--- src/sv/lbsc_pkg.sv ---
`timescale 1ns / 1ps

package lbsc_pkg;

  // Field formats
  localparam int COORD_WIDTH    = 20;
  localparam int AXIS_FRAC_BITS = 14;
  localparam int AXIS_WIDTH     = AXIS_FRAC_BITS + 2;
  localparam int COORD_FRAC     = COORD_WIDTH / 2;
  localparam int T_WIDTH        = 32;
  localparam int T_FRAC         = 16;
  localparam int T_SHIFT        = T_FRAC - COORD_FRAC;
  localparam int P_SHIFT        = T_FRAC + AXIS_FRAC_BITS - COORD_FRAC;
  localparam int NUM_FACES      = 6;

  // Internal datapath widths
  localparam int DIFF_W = COORD_WIDTH + 1;
  localparam int PO_W   = DIFF_W + AXIS_WIDTH;
  localparam int PD_W   = 2 * AXIS_WIDTH;
  localparam int BO_W   = PO_W + 2;
  localparam int SD_W   = PD_W + 2;
  localparam int BD_W   = SD_W + 1 - AXIS_FRAC_BITS;
  localparam int NUM_W  = BO_W + 2;
  localparam int DEN_W  = BD_W + 1;
  localparam int NM_W   = NUM_W + T_SHIFT;
  localparam int DIV_W  = DEN_W + T_WIDTH;
  localparam int PROD_W = T_WIDTH + AXIS_WIDTH;
  localparam int RND_W  = PROD_W + 1 - P_SHIFT;
  localparam int SUM_W  = RND_W + 1;

  // Pipeline depth from accepted transaction to result strobe
  localparam int XFORM_STAGES = 4;
  localparam int LATENCY      = XFORM_STAGES + T_WIDTH + 1 + NUM_FACES + 2;

  // Configuration port
  localparam int CFG_W = 3 * COORD_WIDTH;
  localparam int IDX_W = 3;
  localparam logic [IDX_W-1:0] REG_BOX_CENTER  = 3'd0;
  localparam logic [IDX_W-1:0] REG_BOX_EXTENTS = 3'd1;
  localparam logic [IDX_W-1:0] REG_BOX_AXIS0   = 3'd2;
  localparam logic [IDX_W-1:0] REG_BOX_AXIS1   = 3'd3;
  localparam logic [IDX_W-1:0] REG_BOX_AXIS2   = 3'd4;

  // Hit counts
  localparam logic [1:0] HIT_NONE  = 2'd0;
  localparam logic [1:0] HIT_TOUCH = 2'd1;
  localparam logic [1:0] HIT_CROSS = 2'd2;

  // Interval extremes
  localparam logic [T_WIDTH-1:0] T_MAX = {1'b0, {(T_WIDTH-1){1'b1}}};
  localparam logic [T_WIDTH-1:0] T_MIN = {1'b1, {(T_WIDTH-1){1'b0}}};

  typedef logic [2:0][COORD_WIDTH-1:0] coord3_t;
  typedef logic [2:0][AXIS_WIDTH-1:0]  axis3_t;

  typedef struct packed {
    logic signed [COORD_WIDTH-1:0] origin_x;
    logic signed [COORD_WIDTH-1:0] origin_y;
    logic signed [COORD_WIDTH-1:0] origin_z;
    logic signed [AXIS_WIDTH-1:0]  dir_x;
    logic signed [AXIS_WIDTH-1:0]  dir_y;
    logic signed [AXIS_WIDTH-1:0]  dir_z;
  } line_in_t;

  typedef struct packed {
    logic [1:0]                    hit_count;
    logic signed [T_WIDTH-1:0]     t_enter;
    logic signed [T_WIDTH-1:0]     t_exit;
    logic signed [COORD_WIDTH-1:0] enter_x;
    logic signed [COORD_WIDTH-1:0] enter_y;
    logic signed [COORD_WIDTH-1:0] enter_z;
    logic signed [COORD_WIDTH-1:0] exit_x;
    logic signed [COORD_WIDTH-1:0] exit_y;
    logic signed [COORD_WIDTH-1:0] exit_z;
  } result_t;

  typedef struct packed {
    logic [NM_W-1:0]    rem;
    logic [DEN_W-1:0]   dvs;
    logic [T_WIDTH-1:0] quo;
    logic               neg;
    logic               ovf;
    logic               par;
    logic               num_pos;
    logic               dpos;
  } face_div_t;

  typedef struct packed {
    logic                           valid;
    line_in_t                       line;
    face_div_t [NUM_FACES-1:0]      face;
  } div_stage_t;

  typedef struct packed {
    logic                              valid;
    line_in_t                          line;
    logic [NUM_FACES-1:0][T_WIDTH-1:0] q;
    logic [NUM_FACES-1:0]              par;
    logic [NUM_FACES-1:0]              num_pos;
    logic [NUM_FACES-1:0]              dpos;
    logic [T_WIDTH-1:0]                t0;
    logic [T_WIDTH-1:0]                t1;
    logic                              alive;
  } clip_stage_t;

  // Clamp a widened sum back to the signed coordinate range
  function automatic logic [COORD_WIDTH-1:0] sat_coord(input logic [SUM_W-1:0] v);
    logic [SUM_W-COORD_WIDTH:0] top;
    logic [COORD_WIDTH-1:0]     res;
    top = v[SUM_W-1:COORD_WIDTH-1];
    if (top == '0 || top == '1) begin
      res = v[COORD_WIDTH-1:0];
    end else if (v[SUM_W-1]) begin
      res = {1'b1, {(COORD_WIDTH-1){1'b0}}};
    end else begin
      res = {1'b0, {(COORD_WIDTH-1){1'b1}}};
    end
    return res;
  endfunction

endpackage

--- src/sv/lbsc_clip_cell.sv ---
`timescale 1ns / 1ps

module lbsc_clip_cell #(
  parameter int FACE = 0
) (
  input  logic                  clk,
  input  logic                  rst,
  input  lbsc_pkg::clip_stage_t cin,
  output lbsc_pkg::clip_stage_t cout
);
  import lbsc_pkg::*;

  clip_stage_t               cnext;
  logic signed [T_WIDTH-1:0] q;

  // Clip the interval against this face; drop the line once rejected
  always_comb begin
    cnext = cin;
    q     = $signed(cin.q[FACE]);
    if (cin.alive) begin
      if (cin.par[FACE]) begin
        if (cin.num_pos[FACE]) begin
          cnext.alive = 1'b0;
        end
      end else if (cin.dpos[FACE]) begin
        if (q > $signed(cin.t1)) begin
          cnext.alive = 1'b0;
        end else if (q > $signed(cin.t0)) begin
          cnext.t0 = q;
        end
      end else begin
        if (q < $signed(cin.t0)) begin
          cnext.alive = 1'b0;
        end else if (q < $signed(cin.t1)) begin
          cnext.t1 = q;
        end
      end
    end
  end

  always_ff @(posedge clk) begin
    if (rst) begin
      cout <= '0;
    end else begin
      cout <= cnext;
    end
  end

endmodule

--- config.mk ---
export PLATFORM = sky130hd
export DESIGN_NAME = lbsc_clip_cell
export DESIGN_NICKNAME = d
export VERILOG_FILES = /design/src/sv/lbsc_pkg.sv /design/src/sv/lbsc_clip_cell.sv
export SDC_FILE = /design/constraint.sdc
export NUM_CORES = 1
export LEC_CHECK = 0
export BUFFER_PORTS_ARGS = -buffer_cell sky130_fd_sc_hd__buf_2
export CAP_MARGIN = 15
export CORE_AREA = 8 8 296 298
export CTS_BUF_LIST = sky130_fd_sc_hd__clkbuf_16
export CTS_CLUSTER_SIZE = 14
export DETAILED_ROUTE_END_ITERATION = 16
export DIE_AREA = 0 0 304 306
export HOLD_SLACK_MARGIN = 0.15
export SLEW_MARGIN = 0
export SYNTH_ARGS = -nofsm -noshare
export SYNTH_HDL_FRONTEND = slang
export SYNTH_SLANG_ARGS = --single-unit
--- constraint.sdc ---
create_clock -name clk -period 4.7 [get_ports clk]
set_clock_uncertainty 0.1 [all_clocks]
set_input_delay 0.94 -clock clk [delete_from_list [all_inputs] [get_ports clk]]
set_output_delay 0.94 -clock clk [all_outputs]
set_load 0.01 [all_outputs]
== After elaboration in Yosys (flattened, before gate mapping) ==
Cells that the tools add are included.

* Register bits: 384
* Bits of input ports: 386
* Output and inout port bits: 384
* Word-level logic and storage cells: 38

* Order comparisons: 4
* Multiplexer cells: 13
* Bitwise gates (word level): 1
* Reduce and logical (&&, ||, !) cells: 1

{| class="wikitable"
|+ Operators by type and width
! cell !! count
|-
| 2-to-1 mux 32 bit || 6
|-
| 2-to-1 mux 65 bit || 1
|-
| > comparator 32 bit || 2
|-
| < comparator 32 bit || 2
|-
| 2-to-1 mux 64 bit || 1
|-
| 2-to-1 mux 1 bit || 5
|-
| OR reduction 2 bit || 1
|-
| NOT 1 bit || 1
|}

== Depth between registers and ports, before layout ==
* Word-level depth: 6
* Mapped depth: 11
* Gate-level depth less buffers: 10

== Worst setup path after synthesis ==
Ideal clock, no wire load.

* Kind: input to register
* Start: input port cin[34] (netlist bit)
* End: register cout[35] (netlist bit)
* Setup time: 0.072 ns
* Arrival: 3.601 ns
* Required time: 4.528 ns
* Setup slack: 0.927 ns
* Stages on the path: 11
* Buffers on the path: 1
* Path through: inv_1 ha_1 nor2b_4 o211ai_2 a2111oi_1 or4b_4 a2111oi_4 xnor2_1 a2111oi_4 buf_6 mux2i_1

* Word-level cells in the longest chain between the ends: 6

{| class="wikitable"
|+ RTL lines
! item !! RTL line !! text
|-
| start: declaration || lbsc_clip_cell.sv:8 || <nowiki>input lbsc_pkg::clip_stage_t cin,</nowiki>
|-
| > comparator 32 bit || lbsc_clip_cell.sv:28 || <nowiki>end else if (q > $signed(cin.t0)) begin</nowiki>
|-
| 2-to-1 mux 32 bit || lbsc_clip_cell.sv:28 ||
|-
| 2-to-1 mux 32 bit || lbsc_clip_cell.sv:26 || <nowiki>if (q > $signed(cin.t1)) begin</nowiki>
|-
| 2-to-1 mux 32 bit || lbsc_clip_cell.sv:25 || <nowiki>end else if (cin.dpos[FACE]) begin</nowiki>
|-
| 2-to-1 mux 64 bit || lbsc_clip_cell.sv:21 || <nowiki>if (cin.par[FACE]) begin</nowiki>
|-
| 2-to-1 mux 65 bit || lbsc_clip_cell.sv:20 || <nowiki>if (cin.alive) begin</nowiki>
|-
| end signal: assignment || lbsc_clip_cell.sv:45 || <nowiki>cout <= cnext;</nowiki>
|-
| end: declaration || lbsc_clip_cell.sv:9 || <nowiki>output lbsc_pkg::clip_stage_t cout</nowiki>
|}

No other way between the ends.
A chain may end at the register's enable or synchronous reset.

== Final worst setup path ==
* Start: input port cin[36] (netlist bit)
* End: register cout[37] (netlist bit)

Same word-level chain as after synthesis.

==> impl_metrics.tcl <==
set metrics [dict create \
    rsz0062_at_grt "false" \
    place_area_um2 18100 \
    syn_area_um2 13000 \
    power_density_nw_per_um2 405 \
    required_ns 5.09 \
    startpoint "cin[36]" \
    drtIter0Drc 400 \
    first_global_vias 11500 \
    finalSetupViolCount 0 \
    largest_reg_flops 384 \
    grt_overflow 0 \
    synth-seq-cells 384 \
    die_x_um 304 \
    via_per_inst 3.48 \
    root_buffer "clkbuf_16" \
    cts_inserted_buffers 45 \
    gp_congestion 0.874 \
    fin_crit_ns 4.26 \
    cts_resized 0 \
    finalNetCount 2380 \
    crit_type "input port to register" \
    htree_levels 2 \
    p_leak_nw 9.75 \
    core_um2 82900 \
    syn_inst 1151 \
    wl_per_cell_um 19.3 \
    fmax_mhz 235 \
    vias 10600 \
    start_util_pct 15.6 \
    design_area_um2 19600 \
    async_reset_ff_share_pct 0 \
    grt_max_degree 128 \
    routed_wl_mm 59.0 \
    antenna_left 0 \
    syn_to_final_growth_pct 51.1 \
    hold_viol 0 \
    critical_path_arrival_ns 4.65 \
    io_pins 770 \
    synth_cell_type_count 40 \
    irDropWorstVdd_mv 0.279 \
    setup.worst_path.end "cout[37]" \
    path_clk_slew_ns 0.06 \
    drv_cap 0 \
    grt_pass1_wl_mm 82.6 \
    synth_area_per_cell_um2 11.3 \
    regArea_um2 7690 \
    hold_buffers 0 \
    place_hpwl_mm 49.4 \
    finalMaxSlewViolations 0 \
    dr.pass1.iters 4 \
    n_fill_cell 9034 \
    cts_tree "yes" \
    cp_max_fo 32 \
    ys.flop_type "dfxtp_1" \
    grtUsageTotal_pct 12.1 \
    endpoint_kind "register" \
    rows 106 \
    drive_gt1_share_pct 46.7 \
    synth_edf_count 0 \
    die_y_um 306 \
    syn_nets 1601 \
    hold_ws_ns 0.468 \
    fin_crit_sh_pct 90.7 \
    slew_headroom_pct 25.1 \
    post_cts_buffers 0 \
    multi_input_area_um2 4690 \
    portBuffers 769 \
    worst_slew_pin_slew_ns 1.11 \
    clock_path_buffers 3 \
    largestRegisters "cout: 384 flops" \
    dieArea_um2 93000 \
    outcome "finished, final reports clean" \
    worstSetupStartpointType "input port" \
    cts.sinks 384 \
    drc 0 \
    utilization_pct 23.6 \
    ys_seq_area_share_pct 59.3 \
    regMostFlops "cout" \
    grt_antenna_before_repair 19 \
    yosys_warnings 0 \
    hp-class "input port to register" \
]
-- critical path, cell delays in order --
cell and delay [ns]:
buf_2 0.11, inv_1 0.04, ha_1 0.33, a21oi_1 0.72
a2111oi_1 0.25, or4b_4 0.63, a2111oi_4 0.37, xnor2_1 0.22
a2111oi_4 0.41, buf_12 0.32, mux2i_1 0.23
-- metal layers --
metal	GRT usage [%]	wire length (µm)
met3	5.05	5910
met5	0	41
met2	21.1	28600
met1	13.3	22700
met4	3.71	1650
-- final cells by class --
class                   count  share of cell area, %
inverters                  96                   1.84
repair buffers            781                   20.4
diodes                      4                 0.0511
well taps                1080                   6.90
flip-flops and latches    384                   39.2
multi-input cells         622                   24.0
clock buffers              46                   5.88
clock inverters            38                   1.71
-- where the power goes --
group / leakage (nW) / switching (mW) / internal (mW) / total, mW
registers: 3.20 / 0.0521 / 3.44 / 3.49
clock network: 0.748 / 1.48 / 2.03 / 3.50
logic: 5.80 / 0.511 / 0.418 / 0.930
total: 9.75 / 2.04 / 5.88 / 7.92
-- stage by stage --
stage          std cells  TNS (ns)  power, mW  worst slack [ns]
2_1_floorplan       1151         0       3.97             0.927
3_3_place_gp        2963         0       4.51            0.0442
3_5_place_dp        2963   -0.0728       4.52           -0.0263
4_1_cts             3047         0       8.11             0.588
5_1_grt             3050         0       8.30             0.406
6_report            3051         0       7.92             0.436
-- Yosys cell counts, drive strengths merged, types with 9 or more instances --
library cell | count | area, µm²
o21ai | 9 | 45.0
nor2b | 289 | 1820
a21oi | 25 | 125
clkbuf | 42 | 158
nand2b | 39 | 244
nand4 | 12 | 75.1
dfxtp | 384 | 7690
ha | 64 | 801
nand2 | 19 | 73.8
inv | 96 | 360
or2b | 57 | 499
mux2i | 64 | 641
-- kinds of logic after synthesis --
logic type	share of synthesized area (%)
buf+inv	4.49
fa+ha+maj	6.18
simple gates	22.2
mux	4.94
flops	59.3
compound gates	2.78
xor+xnor	0.0676
-- worst min-delay path by stage --
stage              from         to  depth (start not counted)
6_report       cin[295]  cout[295]                          2
5_1_grt        cin[295]  cout[295]                          2
4_1_cts        cin[149]  cout[149]                          2
3_5_place_dp   cin[346]  cout[346]                          2
3_3_place_gp   cin[327]  cout[327]                          2
2_1_floorplan  cin[115]  cout[115]                          1
-- layout by cell type (no fill, tap or decap), drive strengths merged, types with 2 or more instances in the layout --
cell      Yosys  layout
a2111oi       3       3
a211oi        3       3
a21o          3       3
a21oi        25      25
a221oi        2       2
and4          2       2
buf           7     781
bufinv        0       4
clkbuf       42      46
clkinv        0      20
clkinvlp      0       3
dfxtp       384     384
diode         0       4
ha           64      64
inv          96     107
mux2i        64      64
nand2        19      19
nand2b       39      39
nand3         6       6
nand4        12      12
nor2          7       7
nor2b       289     289
nor3          4       4
nor4          2       2
nor4b         2       2
o211ai        2       2
o21ai         9       9
or2b         57      57
No activity file was read; power rests on OpenSTA's default activity.
