$ cat src/sv/lbsc_pkg.sv
`timescale 1ns / 1ps

package lbsc_pkg;

  // Field formats
  localparam int COORD_WIDTH    = 20;
  localparam int AXIS_FRAC_BITS = 14;
  localparam int AXIS_WIDTH     = AXIS_FRAC_BITS + 2;
  localparam int COORD_FRAC     = COORD_WIDTH / 2;
  localparam int T_WIDTH        = 32;
  localparam int T_FRAC         = 16;
  localparam int T_SHIFT        = T_FRAC - COORD_FRAC;
  localparam int P_SHIFT        = T_FRAC + AXIS_FRAC_BITS - COORD_FRAC;
  localparam int NUM_FACES      = 6;

  // Internal datapath widths
  localparam int DIFF_W = COORD_WIDTH + 1;
  localparam int PO_W   = DIFF_W + AXIS_WIDTH;
  localparam int PD_W   = 2 * AXIS_WIDTH;
  localparam int BO_W   = PO_W + 2;
  localparam int SD_W   = PD_W + 2;
  localparam int BD_W   = SD_W + 1 - AXIS_FRAC_BITS;
  localparam int NUM_W  = BO_W + 2;
  localparam int DEN_W  = BD_W + 1;
  localparam int NM_W   = NUM_W + T_SHIFT;
  localparam int DIV_W  = DEN_W + T_WIDTH;
  localparam int PROD_W = T_WIDTH + AXIS_WIDTH;
  localparam int RND_W  = PROD_W + 1 - P_SHIFT;
  localparam int SUM_W  = RND_W + 1;

  // Pipeline depth from accepted transaction to result strobe
  localparam int XFORM_STAGES = 4;
  localparam int LATENCY      = XFORM_STAGES + T_WIDTH + 1 + NUM_FACES + 2;

  // Configuration port
  localparam int CFG_W = 3 * COORD_WIDTH;
  localparam int IDX_W = 3;
  localparam logic [IDX_W-1:0] REG_BOX_CENTER  = 3'd0;
  localparam logic [IDX_W-1:0] REG_BOX_EXTENTS = 3'd1;
  localparam logic [IDX_W-1:0] REG_BOX_AXIS0   = 3'd2;
  localparam logic [IDX_W-1:0] REG_BOX_AXIS1   = 3'd3;
  localparam logic [IDX_W-1:0] REG_BOX_AXIS2   = 3'd4;

  // Hit counts
  localparam logic [1:0] HIT_NONE  = 2'd0;
  localparam logic [1:0] HIT_TOUCH = 2'd1;
  localparam logic [1:0] HIT_CROSS = 2'd2;

  // Interval extremes
  localparam logic [T_WIDTH-1:0] T_MAX = {1'b0, {(T_WIDTH-1){1'b1}}};
  localparam logic [T_WIDTH-1:0] T_MIN = {1'b1, {(T_WIDTH-1){1'b0}}};

  typedef logic [2:0][COORD_WIDTH-1:0] coord3_t;
  typedef logic [2:0][AXIS_WIDTH-1:0]  axis3_t;

  typedef struct packed {
    logic signed [COORD_WIDTH-1:0] origin_x;
    logic signed [COORD_WIDTH-1:0] origin_y;
    logic signed [COORD_WIDTH-1:0] origin_z;
    logic signed [AXIS_WIDTH-1:0]  dir_x;
    logic signed [AXIS_WIDTH-1:0]  dir_y;
    logic signed [AXIS_WIDTH-1:0]  dir_z;
  } line_in_t;

  typedef struct packed {
    logic [1:0]                    hit_count;
    logic signed [T_WIDTH-1:0]     t_enter;
    logic signed [T_WIDTH-1:0]     t_exit;
    logic signed [COORD_WIDTH-1:0] enter_x;
    logic signed [COORD_WIDTH-1:0] enter_y;
    logic signed [COORD_WIDTH-1:0] enter_z;
    logic signed [COORD_WIDTH-1:0] exit_x;
    logic signed [COORD_WIDTH-1:0] exit_y;
    logic signed [COORD_WIDTH-1:0] exit_z;
  } result_t;

  typedef struct packed {
    logic [NM_W-1:0]    rem;
    logic [DEN_W-1:0]   dvs;
    logic [T_WIDTH-1:0] quo;
    logic               neg;
    logic               ovf;
    logic               par;
    logic               num_pos;
    logic               dpos;
  } face_div_t;

  typedef struct packed {
    logic                           valid;
    line_in_t                       line;
    face_div_t [NUM_FACES-1:0]      face;
  } div_stage_t;

  typedef struct packed {
    logic                              valid;
    line_in_t                          line;
    logic [NUM_FACES-1:0][T_WIDTH-1:0] q;
    logic [NUM_FACES-1:0]              par;
    logic [NUM_FACES-1:0]              num_pos;
    logic [NUM_FACES-1:0]              dpos;
    logic [T_WIDTH-1:0]                t0;
    logic [T_WIDTH-1:0]                t1;
    logic                              alive;
  } clip_stage_t;

  // Clamp a widened sum back to the signed coordinate range
  function automatic logic [COORD_WIDTH-1:0] sat_coord(input logic [SUM_W-1:0] v);
    logic [SUM_W-COORD_WIDTH:0] top;
    logic [COORD_WIDTH-1:0]     res;
    top = v[SUM_W-1:COORD_WIDTH-1];
    if (top == '0 || top == '1) begin
      res = v[COORD_WIDTH-1:0];
    end else if (v[SUM_W-1]) begin
      res = {1'b1, {(COORD_WIDTH-1){1'b0}}};
    end else begin
      res = {1'b0, {(COORD_WIDTH-1){1'b1}}};
    end
    return res;
  endfunction

endpackage

$ cat src/sv/lbsc_div_cell.sv
`timescale 1ns / 1ps

module lbsc_div_cell #(
  parameter int BIT = 0
) (
  input  logic                 clk,
  input  logic                 rst,
  input  lbsc_pkg::div_stage_t din,
  output lbsc_pkg::div_stage_t dout
);
  import lbsc_pkg::*;

  div_stage_t       dnext;
  logic [DIV_W-1:0] shifted [NUM_FACES];
  logic [DIV_W:0]   trial [NUM_FACES];

  // Resolve one quotient bit of every face
  always_comb begin
    dnext = din;
    for (int f = 0; f < NUM_FACES; f++) begin
      shifted[f] = DIV_W'(din.face[f].dvs) << BIT;
      trial[f]   = {1'b0, DIV_W'(din.face[f].rem)} - {1'b0, shifted[f]};
      if (!trial[f][DIV_W]) begin
        dnext.face[f].rem      = NM_W'(trial[f]);
        dnext.face[f].quo[BIT] = 1'b1;
      end
    end
  end

  // Advance to the neighbor cell
  always_ff @(posedge clk) begin
    if (rst) begin
      dout <= '0;
    end else begin
      dout <= dnext;
    end
  end

endmodule

$ cat config.mk
export PLATFORM = sky130hd
export DESIGN_NAME = lbsc_div_cell
export DESIGN_NICKNAME = d
export VERILOG_FILES = /design/src/sv/lbsc_pkg.sv /design/src/sv/lbsc_div_cell.sv
export SDC_FILE = /design/constraint.sdc
export NUM_CORES = 1
export LEC_CHECK = 0
export ABC_AREA = 1
export BUFFER_PORTS_ARGS = -buffer_cell sky130_fd_sc_hd__buf_4
export CAP_MARGIN = 20
export CORE_AREA = 2 2 574 576
export DETAILED_ROUTE_END_ITERATION = 8
export DIE_AREA = 0 0 576 578
export HOLD_SLACK_MARGIN = 0.05
export PLACE_DENSITY = 0.33
export SKIP_CTS_REPAIR_TIMING = 1
export SYNTH_ARGS = -nofsm -noshare
export SYNTH_HDL_FRONTEND = slang
export SYNTH_SLANG_ARGS = --single-unit
export TNS_END_PERCENT = 50
$ cat constraint.sdc
create_clock -name clk -period 4.18 [get_ports clk]
set_input_delay 0.627 -clock clk [delete_from_list [all_inputs] [get_ports clk]]
set_output_delay 0.627 -clock clk [all_outputs]
set_load 0.1 [all_outputs]
# Yosys cells after proc, flatten, opt, wreduce, memory -nomap -nowiden
# Cells that the tools add are included.
# op_classes
add_sub_neg	6
mux	12
# ops
operator	n
$sub A47 B22 Y48	6
$mux W47	6
$mux W1	6
# totals
regBits	745
in_bits	747
elab_cells	73

# Logic depth before layout (Yosys ltp)
# Gate-level depths: netlist of the first run.
# depth
ltp_word	2
ltp_mapped	17
mapped_depth_nobuf	16

# Least setup slack after synthesis of the first run
# OpenSTA, ideal clock, no wires.
# synth_path
kind	input -> register
start	in din[569] in the netlist's numbering
end	reg dout[593] in the netlist's numbering
setup_time_ns	0.133
t_arrival_ns	2.181
t_required_ns	4.047
setup_slack_ns	1.866
cell_stages	13
path_buffers	2
path_cell_list	inv_1 > ha_1 > clkbuf_1 > or2_2 > nand3_1 > nand2_1 > nand2_1 > nand2_2 > nand2_2 > nand2_4 > buf_2 > o21ai_0 > a21oi_1
# synth_between
elab_chain_len	2
# synth_lines
item	line	rtl
start, declared	lbsc_div_cell.sv:8	input lbsc_pkg::div_stage_t din,
$sub A47 B22 Y48	lbsc_div_cell.sv:22	trial[f] = {1'b0, DIV_W'(din.face[f].rem)} - {1'b0, shifted[f]};
$mux W47	lbsc_div_cell.sv:23	if (!trial[f][DIV_W]) begin
end signal, assigned	lbsc_div_cell.sv:35	dout <= dnext;
end, declared	lbsc_div_cell.sv:9	output lbsc_pkg::div_stage_t dout
# Every way passes these cells.
# A chain may end at the register's enable or synchronous reset.

# Worst setup path in the final report of the first run
# layout_path
start	in din[52] in the netlist's numbering
end	reg dout[61] in the netlist's numbering
# Same word-level chain as after synthesis.

==> results.ini, run 1 <==
[status]
result_of_the_run = completed

[sta]
max_slew_vio_count = 0
timing.final.crit_share = 0.777
report.final.setup_viol = 0
worst-slew-pin-transition_ps = 1170
max_freq_ghz = 0.308
max-slew-margin-rel = 0.220
final_period_minus_worst_setup_slack_ps = 3250
rsz0062_at_grt = false
setup_total_negative_slack_ps = 0
final-hold-violation-count = 0

[worst_hold_path]
min_path_type = input pin to flop
hold_path_startpoint = din[67]
worst_hold_end = dout[67]
worstHoldPathCells = 3

[cells_and_area]
post_layout_util = 0.190
largest-register = dout
proportion_of_layout_cells_with_a_drive_suffix_above_1 = 0.227
max_reg_flops = 745
top_regs = dout: 745 flops
finish.net_count = 8626
area.growth.synth_to_final_pct = 64.3
fin_cells = 12200

[synthesis]
synth_xor_xnor_area_share = 0.0302
synth_compound_gate_area_share = 0.0636
multiplexer_share_of_the_synthesized_area = 0
postSynthRegisterBits = 745
synth.largest_area_cell = sky130_fd_sc_hd__dfxtp_1
synth_sequential_area_ratio = 0.395
post_synth_num_cell_types = 43
synth.cell_area_um2 = 37700
post_synth_inst_count = 5840
synth.avg_cell_area_um2 = 6.46
synth.net_count = 6725
post_synthesis_simple_gate_area_fraction = 0.331
synth_fa_ha_area_frac = 0.0470
synth_top_family_by_area = simple AND/OR/NAND/NOR gates
yosysTopAreaCellShare = 0.395
yosys-top-cells-area = sky130_fd_sc_hd__dfxtp_1, sky130_fd_sc_hd__nand2_1, sky130_fd_sc_hd__inv_1
ys.warnings.count = 0

[cts]
tritoncts_num_sinks = 745
cts_tree = yes
cts_made_buffers = 113
clock_tree.root_cell = sky130_fd_sc_hd__clkbuf_16
cts-htree-levels = 3
clock_tree.buffer_depth = 4
clk_pin_slew_ps = 60

[power]
p_leak_nw = 31.3
vdd.ir_drop.worst_uv = 334
power.density_cell_area_nw_per_um2 = 430

[global_routing]
grtUsageTotal = 0.173
grt_remaining_overflow = 0
grt_start_max_net_pins = 138
first_global_vias = 42300
grt_antenna_before_repair = 151
grt_first_pass_wirelength_mm = 390

[worst_setup_path]
cp_data_arrival_time_ps = 3890
crit_path_start_kind = input pin
path_max_fanout = 28
critical_path_class = input pin to flop
worst_ep_required_time_ps = 4820
end_kind = flop

[detailed_routing]
firstDrtPassIters = 6
drt-wirelength-per-cell_um = 24.8
drt-met1-wl_mm = 134
drt_drc_violations_left = 0
detailroute.via_count = 44100
dr_wl_met2_mm = 137
dr_wl_met3_mm = 24.5
antenna_left = 0
wl_mm = 303
detailedRoute.firstIterationViolations = 2670
via_per_inst = 3.61
routed.top_layer = met5

[floorplanning]
floorplan.core_area_um2 = 326000
rows = 210
chipWidth_um = 576
top_level_ports = 1492
dieArea_um2 = 333000
starting_density_of_the_core = 0.116
die_h_um = 578

[run]
cap_viol_max_count = 0

[place]
gp_routability_congestion = 0.925
hpwl_after_detailed_placement_mm = 263
placement.io_buffers = 1491
placed_instance_count = 11600

final cells by class:
class,count,area (um^2)
clock buffers,150,3210
clock inverters,52,616
repair buffers,1922,15600
fillers,37600,264000
inverters,1163,4370
multi-input cells,3796,17800
flip-flops and latches,745,14900
diodes,31,77.6
well taps,4346,5440
power by group:
group / internal (W) / total (W) / switching (W)
combinational: 0.00212 / 0.00864 / 0.00651
clock: 0.00604 / 0.0101 / 0.00406
sequential: 0.00761 / 0.00790 / 0.000284
worst max path at each step:
stage | startpoint | to | slack [ps] | depth (start not counted)
6_report | din[52] | dout[61] | 930 | 15
5_1_grt | din[52] | dout[61] | 830 | 15
4_1_cts | dout[227] | dout[227] | 1640 | 1
3_5_place_dp | din[52] | dout[61] | 790 | 14
3_3_place_gp | din[52] | dout[61] | 710 | 14
2_1_floorplan | din[569] | dout[593] | 1870 | 13
metal layers:
metal | vias to the layer above | global-route usage
li1 | 21400 | -
met1 | 20600 | 0.220
met2 | 1619 | 0.283
met3 | 418 | 0.0584
met4 | 20 | 0.0364
met5 | - | 0
per-stage QoR:
| stage | hold slack [ps] | area [um^2] | power (W) | setup slack, ps |
|---|---|---|---|---|
| 3_3_place_gp | 827 | 54100 | 0.0164 | 707 |
| 5_1_grt | 50.0 | 61900 | 0.0279 | 826 |
| 2_1_floorplan | 718 | 37700 | 0.0133 | 1870 |
| 6_report | 64.4 | 62000 | 0.0266 | 932 |
| 4_1_cts | -158 | 57900 | 0.0269 | 1640 |
| 3_5_place_dp | 834 | 54100 | 0.0164 | 793 |
cell families after synthesis:
family | count (synthesis)
adder cells (fa/ha/maj) | 138
AND/OR/NAND/NOR | 3069
buffers and inverters | 1299
AO/OA/AOI/OAI | 459
flip-flops | 745
XOR/XNOR | 130
worst max-delay path, stage by stage:
cell and delay, ps:
sky130_fd_sc_hd__dlygate4sd3_1 550, sky130_fd_sc_hd__buf_4 120, sky130_fd_sc_hd__inv_1 90, sky130_fd_sc_hd__ha_1 480, sky130_fd_sc_hd__nand2_1 150, sky130_fd_sc_hd__nor2_1 330
sky130_fd_sc_hd__inv_1 120, sky130_fd_sc_hd__nor2_2 170, sky130_fd_sc_hd__nand2_1 70, sky130_fd_sc_hd__nor2_1 130, sky130_fd_sc_hd__nand2_2 100, sky130_fd_sc_hd__nand2_4 240
sky130_fd_sc_hd__buf_12 220, sky130_fd_sc_hd__nor2_1 60, sky130_fd_sc_hd__a211oi_1 430
cell usage in the layout (no fill, tap or decap), types with 19 or more instances in the layout:
| cell type | count |
|---|---|
| sky130_fd_sc_hd__nand3b_1 | 32 |
| sky130_fd_sc_hd__inv_1 | 1150 |
| sky130_fd_sc_hd__buf_4 | 1509 |
| sky130_fd_sc_hd__dfxtp_1 | 745 |
| sky130_fd_sc_hd__nand3_1 | 266 |
| sky130_fd_sc_hd__nand2_1 | 1442 |
| sky130_fd_sc_hd__xnor2_1 | 114 |
| sky130_fd_sc_hd__nor2_1 | 1123 |
| sky130_fd_sc_hd__dlygate4sd3_1 | 401 |
| sky130_fd_sc_hd__nand4_1 | 80 |
| sky130_fd_sc_hd__nor3_1 | 45 |
| sky130_fd_sc_hd__clkbuf_8 | 22 |
| sky130_fd_sc_hd__o21ai_0 | 130 |
| sky130_fd_sc_hd__clkinv_2 | 22 |
| sky130_fd_sc_hd__nand2_2 | 19 |
| sky130_fd_sc_hd__clkbuf_16 | 114 |
| sky130_fd_sc_hd__diode_2 | 31 |
| sky130_fd_sc_hd__ha_1 | 132 |
| sky130_fd_sc_hd__a21oi_1 | 282 |
| sky130_fd_sc_hd__nor2_2 | 19 |
cells in the mapped netlist:
| cell | n |
|---|---|
| sky130_fd_sc_hd__nor2_2 | 19 |
| sky130_fd_sc_hd__a211oi_1 | 2 |
| sky130_fd_sc_hd__clkbuf_2 | 1 |
| sky130_fd_sc_hd__o21bai_1 | 9 |
| sky130_fd_sc_hd__nand3_1 | 266 |
| sky130_fd_sc_hd__nand3_2 | 2 |
| sky130_fd_sc_hd__clkbuf_1 | 85 |
| sky130_fd_sc_hd__nor2b_1 | 4 |
| sky130_fd_sc_hd__a21oi_1 | 282 |
| sky130_fd_sc_hd__buf_2 | 23 |
| sky130_fd_sc_hd__fa_1 | 6 |
| sky130_fd_sc_hd__or2_0 | 5 |
| sky130_fd_sc_hd__and2_1 | 11 |
| sky130_fd_sc_hd__nand2_2 | 19 |
| sky130_fd_sc_hd__nor3b_1 | 2 |
| sky130_fd_sc_hd__buf_8 | 1 |
| sky130_fd_sc_hd__nand4_1 | 80 |
| sky130_fd_sc_hd__clkinv_1 | 1 |
| sky130_fd_sc_hd__o21ai_0 | 130 |
| sky130_fd_sc_hd__nor3_1 | 45 |
| sky130_fd_sc_hd__ha_1 | 132 |
| sky130_fd_sc_hd__a211oi_2 | 4 |
| sky130_fd_sc_hd__or2_2 | 6 |
| sky130_fd_sc_hd__nand2_1 | 1442 |
| sky130_fd_sc_hd__inv_1 | 1151 |
| sky130_fd_sc_hd__nand2_4 | 5 |
| sky130_fd_sc_hd__nor2_4 | 1 |
| sky130_fd_sc_hd__a21boi_0 | 6 |
| sky130_fd_sc_hd__o21a_1 | 3 |
| sky130_fd_sc_hd__xor2_1 | 16 |
| sky130_fd_sc_hd__a21oi_2 | 2 |
| sky130_fd_sc_hd__o21ai_1 | 11 |
| sky130_fd_sc_hd__nor4_1 | 5 |
| sky130_fd_sc_hd__dfxtp_1 | 745 |
| sky130_fd_sc_hd__inv_2 | 11 |
| sky130_fd_sc_hd__a31oi_1 | 10 |
| sky130_fd_sc_hd__buf_6 | 10 |
| sky130_fd_sc_hd__buf_1 | 7 |
| sky130_fd_sc_hd__nand3b_1 | 32 |
| sky130_fd_sc_hd__nor2_1 | 1123 |
| sky130_fd_sc_hd__and3_1 | 2 |
| sky130_fd_sc_hd__buf_4 | 9 |
| sky130_fd_sc_hd__xnor2_1 | 114 |
(Power assumes the default switching activity.)
==> inputs of run 2 (changes only) <==
--- a/config.mk
+++ b/config.mk
@@ -12,7 +12,7 @@
 export DETAILED_ROUTE_END_ITERATION = 8
 export DIE_AREA = 0 0 576 578
 export HOLD_SLACK_MARGIN = 0.05
-export PLACE_DENSITY = 0.33
+export PLACE_DENSITY = 0.34
 export SKIP_CTS_REPAIR_TIMING = 1
 export SYNTH_ARGS = -nofsm -noshare
 export SYNTH_HDL_FRONTEND = slang
==> constraint.sdc (replaced) <==
create_clock -name clk -period 2.8 [get_ports clk]
set_input_delay 0.42 -clock clk [delete_from_list [all_inputs] [get_ports clk]]
set_output_delay 0.42 -clock clk [all_outputs]
set_load 0.1 [all_outputs]
==> run 2 against run 1 <==
The flow now finishes with violations (negative setup slack). Combinational power rose by 60%. Setup slack got worse by 1000 ps. Sequential share of layout area fell by 1.9 points. First-iteration DRC count fell by 4.9%. Cell count rose by 4.6%. Final area rose by 8.4%. Largest power group unchanged. Global-route usage rose by 0.21 points. Hold slack improved by 11 ps. Sequential cell count did not move. Die area did not move.
==> results.ini, run 2 (synthesis gave the netlist of run 1 again) <==
[status]
result_of_the_run = finished, violations left  ; was completed
violations = negative setup slack

[worst_setup_path]
worst_ep_required_time_ps = 3460  ; was 4820 ps
critical-path-top-cell-by-count = sky130_fd_sc_hd__nand2_1  ; was sky130_fd_sc_hd__nor2_1
timing.critical_path.buf_inv = 4  ; was 5
path_max_fanout = 21  ; was 28
crit_path_start_kind = input pin  ; unchanged
cp_num_cells = 14  ; was 15
path_delay_family = buffers and inverters  ; was simple AND/OR/NAND/NOR gates
timing.critical_path.cells = dlygate4sd3_1 > buf_4 > ha_1 > nand2_1 > inv_1 > nand2_1 > nor3_1 > nand2_1 > nand2_2 > nand2_2 > nand2_4 > buf_12 > nor2_1 > a211oi_1  ; was dlygate4sd3_1 > buf_4 > inv_1 > ha_1 > nand2_1 > nor2_1 > inv_1 > nor2_2 > nand2_1 > nor2_1 > nand2_2 > nand2_4 > buf_12 > nor2_1 > a211oi_1
critical_path_class = input pin to flop  ; unchanged
end_kind = flop  ; unchanged
critPathSlowestCell = sky130_fd_sc_hd__a211oi_1  ; was sky130_fd_sc_hd__dlygate4sd3_1
slowest_delay_ps = 730  ; was 550 ps
cp_data_arrival_time_ps = 3550  ; was 3890 ps

[cts]
cts_made_buffers = 110  ; was 113
clk_pin_slew_ps = 60  ; about the same
cts-htree-levels = 3  ; unchanged
cts_tree = yes  ; unchanged
clock_tree.root_cell = sky130_fd_sc_hd__clkbuf_16  ; unchanged
clock_tree.buffer_depth = 4  ; unchanged
tritoncts_num_sinks = 745  ; unchanged

[global_routing]
first_global_vias = 43400  ; was 42300
grt_remaining_overflow = 0  ; unchanged
grt_antenna_before_repair = 105  ; was 151
grt_first_pass_wirelength_mm = 396  ; was 390 mm
grtUsageTotal = 0.175  ; was 0.173
grt_start_max_net_pins = 120  ; was 138

[place]
placement.io_buffers = 1491  ; unchanged
gp_routability_congestion = 0.930  ; was 0.925
placed_instance_count = 11800  ; was 11600
hpwl_after_detailed_placement_mm = 268  ; was 263 mm

[floorplanning]
dieArea_um2 = 333000  ; unchanged
die_h_um = 578  ; unchanged
chipWidth_um = 576  ; unchanged
floorplan.core_area_um2 = 326000  ; unchanged
top_level_ports = 1492  ; unchanged
rows = 210  ; unchanged
starting_density_of_the_core = 0.116  ; unchanged

[detailed_routing]
drt-wirelength-per-cell_um = 24.1  ; was 24.8 um
detailroute.via_count = 46000  ; was 44100
drt_drc_violations_left = 0  ; unchanged
firstDrtPassIters = 9  ; was 6
antenna_left = 0  ; unchanged
wl_mm = 308  ; was 303 mm
detailedRoute.firstIterationViolations = 2538  ; was 2670
via_per_inst = 3.61  ; about the same

[cells_and_area]
proportion_of_layout_cells_with_a_drive_suffix_above_1 = 0.238  ; was 0.227
fillerInstances = 37300  ; was 37600
finish.net_count = 9183  ; was 8626
largest-register = dout  ; unchanged
commonest_non_fill_non_tap_cell_in_the_layout = sky130_fd_sc_hd__buf_4  ; unchanged
fin_cells = 12800  ; was 12200
area_of_the_multi_input_gates_um2 = 17800  ; unchanged
max_reg_flops = 745  ; unchanged
post_layout_util = 0.206  ; was 0.190
top_regs = dout: 745 flops  ; unchanged
area.growth.synth_to_final_pct = 78.1  ; was 64.3%
seq_area_um2 = 14900  ; unchanged
most-common-layout-cells = sky130_fd_sc_hd__buf_4, sky130_fd_sc_hd__nand2_1, sky130_fd_sc_hd__inv_1, sky130_fd_sc_hd__nor2_1, sky130_fd_sc_hd__dfxtp_1  ; unchanged

[power]
power.density_cell_area_nw_per_um2 = 606  ; was 430 nW/um^2
vdd.ir_drop.worst_uv = 483  ; was 334 uV
total_power_w = 0.0407  ; was 0.0266 W
p_leak_nw = 33.8  ; was 31.3 nW

[worst_hold_path]
min_path_type = input pin to flop  ; unchanged
worstHoldPathCells = 2  ; was 3

[sta]
max_freq_ghz = 0.346
timing.final.crit_share = 1.03
max_slew_vio_count = 0  ; unchanged
report.final.setup_viol = 1  ; was 0
max-slew-margin-rel = 0.374  ; was 0.220
worst-slew-pin-transition_ps = 933  ; was 1170 ps
final_period_minus_worst_setup_slack_ps = 2890
final-hold-violation-count = 0  ; unchanged
setup_ws_ps = -94.3  ; was 932 ps

[run]
cap_viol_max_count = 0  ; unchanged

run 2: cell types whose count changed in the layout (fill, tap and decap cells not counted), moves of 7 or more:
cell / delta
sky130_fd_sc_hd__buf_12: +12
sky130_fd_sc_hd__buf_4: +206
sky130_fd_sc_hd__clkbuf_8: -7
sky130_fd_sc_hd__clkinv_2: -8
sky130_fd_sc_hd__clkinvlp_4: +11
sky130_fd_sc_hd__dlygate4sd3_1: +342
run 2: where the power goes:
group	leakage, nW	switching [W]	internal, W
clock	1.82	0.00624	0.00894
sequential	6.21	0.000418	0.0114
combinational	25.8	0.0100	0.00375
run 2: area by class of cell:
type	count	area share
multi-input combinational	3796	0.265
clock buffer	136	0.0453
clock inverter	64	0.0116
sequential	745	0.222
timing repair buffer	2482	0.309
antenna	31	0.00115
tap	4346	0.0809
inverter	1163	0.0651
run 2: final timing paths:
path	startpoint	to	slack [ps]
worst max-delay path	din[72]	dout[61]	-90
worst min-delay path	rst	dout[326]	80
run 2: layer usage:
layer	up-vias	track usage	part of all wire
li1	22500	-	-
met1	21600	0.224	0.45
met2	1542	0.292	0.46
met3	338	0.0506	0.068
met4	16	0.0327	0.022
met5	-	0	0.00035
run 2: metrics by stage:
stage / hold WS (ps) / cell area (um^2) / setup slack (ps) / setup TNS (ps)
CTS: -343 / 59700 / 366 / 0
detailed placement: 626 / 55900 / -330 / -692
global placement: 619 / 55900 / -397 / -711
floorplan: 511 / 37700 / 693 / 0
finish: 75.2 / 67200 / -94.3 / -94.3
global route: 53.1 / 67200 / -1.23 / -1.23
